--- src/sv/dtf_ram.sv ---
// ----------------------------------------------------------------------------
// dtf_ram
// generic single write, single read memory with registered read data
// ----------------------------------------------------------------------------
module dtf_ram #(
   parameter int WIDTH = 32,
   parameter int DEPTH = 64
) (
   input  logic                                    clock,
   input  logic                                    we,
   input  logic [(DEPTH > 1 ? $clog2(DEPTH) : 1)-1:0] waddr,
   input  logic [WIDTH-1:0]                        wdata,
   input  logic [(DEPTH > 1 ? $clog2(DEPTH) : 1)-1:0] raddr,
   output logic [WIDTH-1:0]                        rdata
);
   logic [WIDTH-1:0] mem_ff [DEPTH];
   logic [WIDTH-1:0] rdata_ff;

   always_ff @(posedge clock) begin
      if (we) begin
         mem_ff[waddr] <= wdata;
      end
      rdata_ff <= mem_ff[raddr];
   end

   assign rdata = rdata_ff;
endmodule

--- config.mk ---
export PLATFORM = sky130hd
export DESIGN_NAME = dtf_ram
export DESIGN_NICKNAME = d
export VERILOG_FILES = /design/src/sv/dtf_ram.sv
export SDC_FILE = /design/constraint.sdc
export NUM_CORES = 2
export LEC_CHECK = 0
export BUFFER_PORTS_ARGS = -buffer_cell sky130_fd_sc_hd__buf_4
export CAP_MARGIN = 10
export CELL_PAD_IN_SITES_DETAIL_PLACEMENT = 1
export CELL_PAD_IN_SITES_GLOBAL_PLACEMENT = 2
export CORE_ASPECT_RATIO = 0.75
export CORE_MARGIN = 8
export CORE_UTILIZATION = 40
export DETAILED_ROUTE_END_ITERATION = 8
export HOLD_SLACK_MARGIN = 0.12
export PLACE_DENSITY_LB_ADDON = 0.15
export SYNTH_ARGS = -nofsm -noshare
export SYNTH_HDL_FRONTEND = slang
export SYNTH_SLANG_ARGS = --single-unit
--- constraint.sdc ---
create_clock -name clock -period 4.65 [get_ports clock]
set_input_delay 1.395 -clock clock [delete_from_list [all_inputs] [get_ports clock]]
set_output_delay 1.395 -clock clock [all_outputs]
set_load 0.05 [all_outputs]
==> flow_summary_export.csv <==
group,metric,value,unit
clock_network,cts_buffers,203,
yosys,syn_nets,3370,
sta,finalSetupViolCount,0,
grt,overflow,0,
sta,fmax,273,MHz
worst_setup_path,path_class,"in2reg",
floorplan,fp-row-count,141,
clock_network,clock_sinks,2080,
yosys,synth_area_leader_cell,"edfxtp_1",
yosys,async_flop_share,0,%
sta,period_needed,3.66,ns
yosys,ys.flop_type,"edfxtp_1",
yosys,yosysTopAreaCellShare,78.3,%
clock_network,cts_resized,0,
clock_network,cts-root-buf,"clkbuf_16",
routing,vias,37600,
sta,slew_violations,0,
yosys,yosys_register_bits,2080,
floorplan,dieArea,211000,um2
worst_setup_path,startpoint_type,"input port",
grt,grt_pass1_vias,39400,
routing,ant_nets,0,
floorplan,fp.dieW,528,um
worst_setup_path,arrival,4.31,ns
clock_network,hold_buffers,0,
power,power_per_cell_area,438,nW/um2
finish,area.sequential,62100,um2
grt,antenna_found_initial,10,
routing,routed_wl,229,mm
place,io_buffers,77,
routing,post_drt_via_cell_ratio,5.82,
yosys,synthTopCellsByArea,"edfxtp_1 (78%), mux4_2 (16%), mux2i_1 (1.2%)",
grt,grt_max_degree,65,
place,dpl.hpwl,130,mm
worst_hold_path,min_path_type,"reg2reg",
sta,slew_headroom,16.9,%
status,status,"completed",
clock_network,worstSkewPairLatency,0.82,ns
worst_setup_path,worstPathRequired,5.30,ns
clock_network,clock_path_buffers,3,
finish,drive_above_1_share,31.6,%
finish,final_util,46.5,%
sta,tightest_slew,1.24,ns
finish,n_fill_cell,17400,
floorplan,core_area,196000,um2
floorplan,dieHeight,400,um
floorplan,start_util,40.1,%
worst_setup_path,endpoint_kind,"register",
finish,fin_nets,3676,
finish,syn_to_final_growth,16.1,%
grt,track_usage,21.5,%
worst_setup_path,r2r_cells,6,
grt,grt_pass1_wl,316,mm
yosys,netlist_area,78500,um2
routing,drcViolationCount,0,
routing,wl_per_cell,35.5,um
sta,finalSetupTns,0,ns
run,maxCapViolCount,0,
clock_network,clkTransAtPathRegs,0.06,ns
sta,hold_violations,0,
yosys,synthesis.instances,3324,
worst_setup_path,path_max_fanout,30,
worst_hold_path,hold_depth,4,
place,gp_congestion,0.755,
power,max-vdd-ir-drop,0.372,mV
finish,multi_input_area,16000,um2
sta,rsz0062_at_grt,"false",
sta,finClkSkew,0.0289,ns
floorplan,num_io_pins,78,
sta,finalCritPeriodShare,78.7,%
clock_network,tritoncts,"yes",
yosys,ys_seq_area_share,79.1,%
clock_network,post-cts-setup-buffers,0,
power,leakage,0.0283,uW
yosys,avgSynthCellArea,23.6,um2
clock_network,h-tree-depth,4,
yosys,yosysWarningCount,0,
routing,drt-initial-drc-count,4147,
yosys,synth_edf_count,2048,
routing,dr.pass1.iters,5,
yosys,ys_types,34,
## worst max-delay path, stage by stage
cell and delay [ns]:
buf_8 0.28, buf_12 0.20, buf_4 0.17, buf_12 0.25, mux4_2 0.59, mux4_2 0.48, o22ai_1 0.63, nor2_1 0.18
## Yosys cell counts, drive strengths merged (4+ instances only)
library cell,instances
o32ai,4
dfxtp,32
or3b,5
nand3b,5
o22ai,84
mux2i,93
o221ai,27
nor2,137
and3,4
mux4,544
nand2,26
clkbuf,74
buf,108
nand2b,8
nand3,5
a41o,4
a22oi,12
nor3,7
a311oi,8
nor2b,15
a21oi,62
edfxtp,2048
## power breakdown
group          switching, uW  total (uW)  internal, uW
logic                   1390        2170           783
registers               88.9       20800         20800
clock network           7110       16900          9780
total                   8580       39900         31300
## registers in the layout (all words and copies together) (netlist names)
signal	flops
rdata	32
mem_ff	2048
## cells in the final DEF (no fill, tap or decap), types with 3 or more instances in the layout
master,synthesis,routed
a21oi_1,62,62
a22oi_1,12,12
a311oi_1,8,8
a41o_1,4,4
and3_1,4,4
buf_12,0,60
buf_4,25,219
buf_8,0,3
bufinv_16,0,27
clkbuf_1,74,36
clkbuf_16,0,208
clkbuf_8,0,7
clkinv_1,0,36
clkinv_2,0,40
clkinv_4,0,6
clkinvlp_4,0,9
dfxtp_1,32,32
diode_2,0,9
edfxtp_1,2048,2048
inv_6,0,5
mux2i_1,93,93
mux4_2,544,544
nand2_1,26,26
nand2b_1,8,7
nand3_1,5,5
nand3b_1,5,5
nor2_1,137,75
nor2_4,0,62
nor2b_1,15,15
nor3_1,7,5
o221ai_1,27,27
o22ai_1,84,84
o32ai_1,4,4
or3_1,3,3
or3b_2,3,3
## cell families (layout without fill, tap and decap cells)
group                  count (synthesis)  after routing  share of synthesized area [%]
AND/OR/NAND/NOR                      223            223                           1.27
multiplexers                         637            637                           16.8
buffers and inverters                182            659                           1.13
other                                  0              9                              0
flip-flops                          2080           2080                           79.1
AO/OA/AOI/OAI                        202            202                           1.67
## area by class of cell
| class | instances | share of cell area [%] |
|---|---|---|
| clock buffers | 251 | 5.97 |
| diodes | 9 | 0.0247 |
| clock inverters | 125 | 1.48 |
| well taps | 2645 | 3.63 |
| repair buffers | 283 | 3.18 |
| multi-input cells | 1062 | 17.5 |
| flip-flops and latches | 2080 | 68.2 |
## routing by layer
metal  wire, um  global-route usage, %
met1     101000                   31.3
met3      15600                   3.51
met4       4710                   4.45
met2     108000                   34.5
met5          7                      0
## through the flow
stage          instance area [um2]  hold slack [ns]  worst slack (ns)  instances  power, uW
6_report                     91100            0.872             0.991       6455      39900
5_1_grt                      91100            0.968              1.00       6446      41000
4_1_cts                      91100            0.916             0.942       6446      40300
3_5_place_dp                 84300            0.898            0.0625       6070      23500
3_3_place_gp                 84300            0.884            0.0388       6069      23400
2_1_floorplan                78500            0.663            0.0952       3324      22300
## worst paths after layout
kind / endpoint / slack, ns / startpoint
max: rdata[5]$_DFF_P_ / 0.99 / raddr[0]
min: rdata[4]$_DFF_P_ / 0.87 / mem_ff[13][4]$_DFFE_PP_
max reg2reg: rdata[20]$_DFF_P_ / 2.21 / mem_ff[23][20]$_DFFE_PP_
min reg2reg: rdata[4]$_DFF_P_ / 0.87 / mem_ff[13][4]$_DFFE_PP_
(Power assumes the default switching activity.)
