$ cat config.mk
export PLATFORM = sky130hd
export DESIGN_NAME = dtf_divider
export DESIGN_NICKNAME = d
export VERILOG_FILES = /design/src/sv/dtf_pkg.sv /design/src/sv/dtf_divider.sv
export SDC_FILE = /design/constraint.sdc
export NUM_CORES = 1
export LEC_CHECK = 0
export BUFFER_PORTS_ARGS = -buffer_cell sky130_fd_sc_hd__buf_2
export CORE_MARGIN = 2
export CORE_UTILIZATION = 30
export CTS_CLUSTER_SIZE = 25
export DETAILED_ROUTE_END_ITERATION = 16
export GPL_TIMING_DRIVEN = 1
export SLEW_MARGIN = 10
export SYNTH_ARGS = -nofsm -noshare
export SYNTH_HDL_FRONTEND = slang
export SYNTH_SLANG_ARGS = --single-unit
$ cat constraint.sdc
create_clock -name clock -period 7.7 [get_ports clock]
set_input_delay 1.155 -clock clock [delete_from_list [all_inputs] [get_ports clock]]
set_output_delay 1.155 -clock clock [all_outputs]
set_load 0.1 [all_outputs]
$ cat src/sv/dtf_pkg.sv
// ----------------------------------------------------------------------------
// dtf_pkg
// shared widths, register indexes and reset values of the damped trend
// forecaster
// ----------------------------------------------------------------------------
package dtf_pkg;

   localparam int CSR_DATA_W  = 17;
   localparam int CSR_INDEX_W = 3;

   localparam logic [CSR_INDEX_W-1:0] CSR_LEVEL_GAIN = 3'd0;
   localparam logic [CSR_INDEX_W-1:0] CSR_TREND_GAIN = 3'd1;
   localparam logic [CSR_INDEX_W-1:0] CSR_DAMPING    = 3'd2;
   localparam logic [CSR_INDEX_W-1:0] CSR_HORIZON    = 3'd3;
   localparam logic [CSR_INDEX_W-1:0] CSR_REPORT     = 3'd4;

   localparam logic [16:0] LEVEL_GAIN_RST = 17'd32768;
   localparam logic [16:0] TREND_GAIN_RST = 17'd6554;
   localparam logic [16:0] DAMPING_RST    = 17'd65536;
   localparam logic [3:0]  HORIZON_RST    = 4'd8;
   localparam logic [3:0]  REPORT_RST     = 4'd8;

   localparam int SAMPLE_W = 32;
   localparam int STEP_W   = 3;
   localparam int MSE_W    = 64;

endpackage

$ cat src/sv/dtf_divider.sv
// ----------------------------------------------------------------------------
// dtf_divider
// restoring divider, 64 by 32 bits, one quotient bit per cycle
// ----------------------------------------------------------------------------
module dtf_divider import dtf_pkg::*; (
   input  logic             clock,
   input  logic             reset,
   input  logic             start,
   input  logic [MSE_W-1:0] dividend,
   input  logic [31:0]      divisor,
   output logic             busy,
   output logic [MSE_W-1:0] quotient
);
   logic [6:0]       cnt_ff, cnt_in;
   logic             busy_ff, busy_in;
   logic [31:0]      rem_ff, rem_in;
   logic [31:0]      den_ff, den_in;
   logic [MSE_W-1:0] quo_ff, quo_in;
   logic [32:0]      trial;

   always_comb begin
      cnt_in  = cnt_ff;
      busy_in = busy_ff;
      rem_in  = rem_ff;
      den_in  = den_ff;
      quo_in  = quo_ff;
      trial   = {rem_ff, quo_ff[MSE_W-1]};
      if (start) begin
         busy_in = 1'b1;
         cnt_in  = 7'd0;
         rem_in  = 32'd0;
         den_in  = divisor;
         quo_in  = dividend;
      end else if (busy_ff) begin
         if (trial >= {1'b0, den_ff}) begin
            rem_in = 32'(trial - {1'b0, den_ff});
            quo_in = {quo_ff[MSE_W-2:0], 1'b1};
         end else begin
            rem_in = trial[31:0];
            quo_in = {quo_ff[MSE_W-2:0], 1'b0};
         end
         cnt_in = cnt_ff + 7'd1;
         if (cnt_ff == 7'(MSE_W - 1)) begin
            busy_in = 1'b0;
         end
      end
   end

   always_ff @(posedge clock) begin
      if (reset) begin
         busy_ff <= 1'b0;
         cnt_ff  <= 7'd0;
      end else begin
         busy_ff <= busy_in;
         cnt_ff  <= cnt_in;
      end
      rem_ff <= rem_in;
      den_ff <= den_in;
      quo_ff <= quo_in;
   end

   assign busy     = busy_ff;
   assign quotient = quo_ff;
endmodule

==> out/metrics.yaml <==
timing:
  setup_viol: 0
  fin_setup_tns_ps: 0
  clock_skew_ps: 9.368
  setup_ws_ps: 4412
  finalHoldViolCount: 0
  relSlewSlack_pct: 25.07
  fmax_ghz: 0.3041
  final-max-slew-violation-count: 0
  tightest_slew_ps: 1120
  grt_setup_unrepaired: "false"
  period_minus_slack_ps: 3288
  finalCritPeriodShare_pct: 42.70
place:
  io_buffer_count: 163
  post_dp_cell_area_um2: 8792
  hpwl_um: 14490
  place_congestion: 0.8333
  dp.cells: 1174
  place_worst_setup_slack_ps: 4420
die:
  row_count: 58
  pin_count: 164
  die_area_um2: 27100
  fp.dieW_um: 164.6
  die_y_um: 164.6
  coreArea_um2: 25250
  start_util_pct: 30.64
power:
  power_uw: 2406
  max-vdd-ir-drop_uv: 139.1
  power_density_nw_per_um2: 256.6
  p_leak_uw: 0.003790
cells_and_area:
  seqCellArea_um2: 3685
  num-nets-final: 996
  n_fill_cell: 2559
  fin_area_um2: 9376
  final_cell_count_no_fill: 1207
  drive_above_1_share_pct: 34.13
  multi_input_area_um2: 3681
  area_growth_pct: 21.16
drt:
  routedWlPerCell_um: 17.12
  vias: 6117
  drt-pass1-iter-count: 6
  viasPerCell: 5.068
  drt_iter0_markers: 359
  wl_um: 20660
  postRouteAntennaNets: 0
  drc: 0
setup_path:
  crit_required_ps: 7880
  cp.arrival_ps: 3470
  startpoint: "den_ff[16]$_DFFE_PP_"
  cp-end-kind: "register"
  crit_chain: "inv_1 -> ha_1 -> a21oi_1 -> o21ai_2 -> nor3_2 -> nand3_1 -> and3_4 -> o21ai_4 -> nand2_1 -> mux2_2"
  worst_setup_path_start_kind: "register"
  critPathMaxStageDelay_ps: 770
  crit_slowest_cell: "o21ai_4"
  reg2reg_from: "den_ff[16]$_DFFE_PP_"
  r2r_cells: 10
  cp_max_fo: 33
  path_class: "register to register"
min_path:
  hold_path_class: "register to register"
  hp-start: "cnt_ff[5]$_SDFFE_PP0P_"
  holdPathStages: 2
synth:
  synth.yosys.seq_area_share_pct: 47.60
  yosys.area.top_type: "edfxtp_1"
  ys_async_sr_fraction_pct: 0
  syn-cell-area_um2: 7739
  yosysWarningCount: 0
  syn_inst: 720
  syn_avg_cell_area_um2: 10.75
  synth-edff-count: 96
  yosysTopAreaCellShare_pct: 37.25
  syn_nets: 853
  synth_cell_types: 76
  ys_ff_latch: 136
  yosys_most_used_dff: "edfxtp_1"
  synth.area.top_cells: "edfxtp_1 37%, dfxtp_1 10%, mux2_2 9.3%"
global_routing:
  grt_pass1_vias: 6187
  overflow: 0
  grt_max_degree: 65
  grt_pass1_wl_um: 33260
  grt_use_total_pct: 15.72
  grt_antenna_before_repair: 2
clock_network:
  clk_pin_slew_worst_paths_ps: 70
  cts_hold_buffers: 0
  insertion_delay_ps: 420
  cts_tree: "yes"
  htree_num_levels: 4
  ctsResizeCount: 0
  clockBufferDepth: 2
  postCtsSetupRepairBufs: 0
  cts_inserted_buffers: 17
  cts_root_buffer: "clkbuf_16"
  cts_sinks: 136
status:
  status: "finished clean"
job:
  cap_violations: 0
-- state kept, by name, indices dropped and copies added (netlist names) --
register  count
busy          1
rem_ff       32
cnt_ff        7
den_ff       32
quotient     64
-- cell type report --
cell class / count / share of cell area (%)
Multi-Input combinational cell: 498 / 39.26
Antenna cell: 1 / 0.02669
Tap cell: 330 / 4.404
Timing Repair Buffer: 168 / 9.127
Inverter: 42 / 1.681
Clock buffer: 17 / 4.537
Sequential cell: 136 / 39.30
Clock inverter: 15 / 1.668
-- placed cells by master, fill, tap and decap left out, types with 15 or more instances in the layout --
master / synthesis / final
o21ai_1: 18 / 18
inv_1: 42 / 41
mux2_2: 64 / 64
clkbuf_16: 0 / 17
nand3_1: 31 / 31
nand4_1: 15 / 15
nand2_1: 42 / 42
a21oi_1: 34 / 34
a311oi_1: 15 / 15
edfxtp_1: 96 / 96
ha_1: 33 / 33
buf_2: 11 / 162
xnor2_1: 16 / 16
nor2_1: 56 / 55
dfxtp_1: 40 / 39
o21ai_0: 23 / 23
-- critical path: cells and delay by family, from the launching register on --
kind / cells / cell delay (ps)
compound gates: 3 / 1200
fa+ha+maj: 1 / 290
buf+inv: 1 / 80
flops: 1 / 370
mux: 1 / 320
simple gates: 4 / 750
-- path summary, 6_finish.rpt --
path                                 end  slack (ps)
setup / recovery   quotient[0]$_DFFE_PP_        4410
hold / removal    cnt_ff[5]$_SDFFE_PP0P_         490
setup reg to reg   quotient[0]$_DFFE_PP_        4410
hold reg to reg   cnt_ff[5]$_SDFFE_PP0P_         490
-- metrics by stage --
step,hold WS (ps),utilization (%)
after CTS,493.7,37.12
after floorplan,453.9,-
final,490.4,37.13
after global placement,463.8,34.81
after global routing,526.0,37.12
after detailed placement,483.0,34.81
-- logic make-up (layout without fill, tap and decap cells) --
family / after synthesis / after routing / share of synthesized area (%)
AO/OA/AOI/OAI: 177 / 177 / 16.75
XOR/XNOR: 28 / 28 / 3.169
adder cells (fa/ha/maj): 34 / 34 / 5.594
buffers and inverters: 86 / 242 / 4.931
flip-flops: 136 / 136 / 47.60
multiplexers: 68 / 68 / 9.830
other: 0 / 1 / 0
AND/OR/NAND/NOR: 191 / 191 / 12.13
-- per-layer routing --
metal / wire (um) / share of wire [%] / GRT usage (%) / up-vias
met4: 310 / 1.5 / 4.862 / 2
met1: 9273 / 45 / 20.13 / 2870
met3: 1838 / 8.9 / 5.450 / 22
li1: - / - / - / 2984
met5: 7 / 0.034 / 0 / -
met2: 9231 / 45 / 24.99 / 239
-- cells in the mapped netlist (4+ instances only) --
library cell / number
or2_2: 5
nor2b_1: 4
xnor2_1: 16
a211oi_1: 5
a311oi_1: 15
nor2_1: 56
buf_6: 5
clkbuf_1: 24
a21oi_1: 34
a311oi_2: 6
o22ai_1: 5
edfxtp_1: 96
or3_1: 5
a21boi_0: 4
nor3_1: 8
nand3_1: 31
dfxtp_1: 40
a41oi_1: 4
and3_1: 4
buf_2: 11
mux2i_1: 4
o21ai_1: 18
nand2_1: 42
xor2_1: 12
a21o_1: 12
ha_1: 33
o21bai_1: 6
inv_1: 42
nand4_1: 15
mux2_2: 64
o21ai_0: 23
o21a_1: 5
-- power by group --
| part | total, uW | internal (uW) | switching, uW |
|---|---|---|---|
| sequential | 895 | 859 | 36.2 |
| clock | 833 | 460 | 373 |
| combinational | 677 | 182 | 496 |
Note: power is estimated with default switching activity, not from simulation.
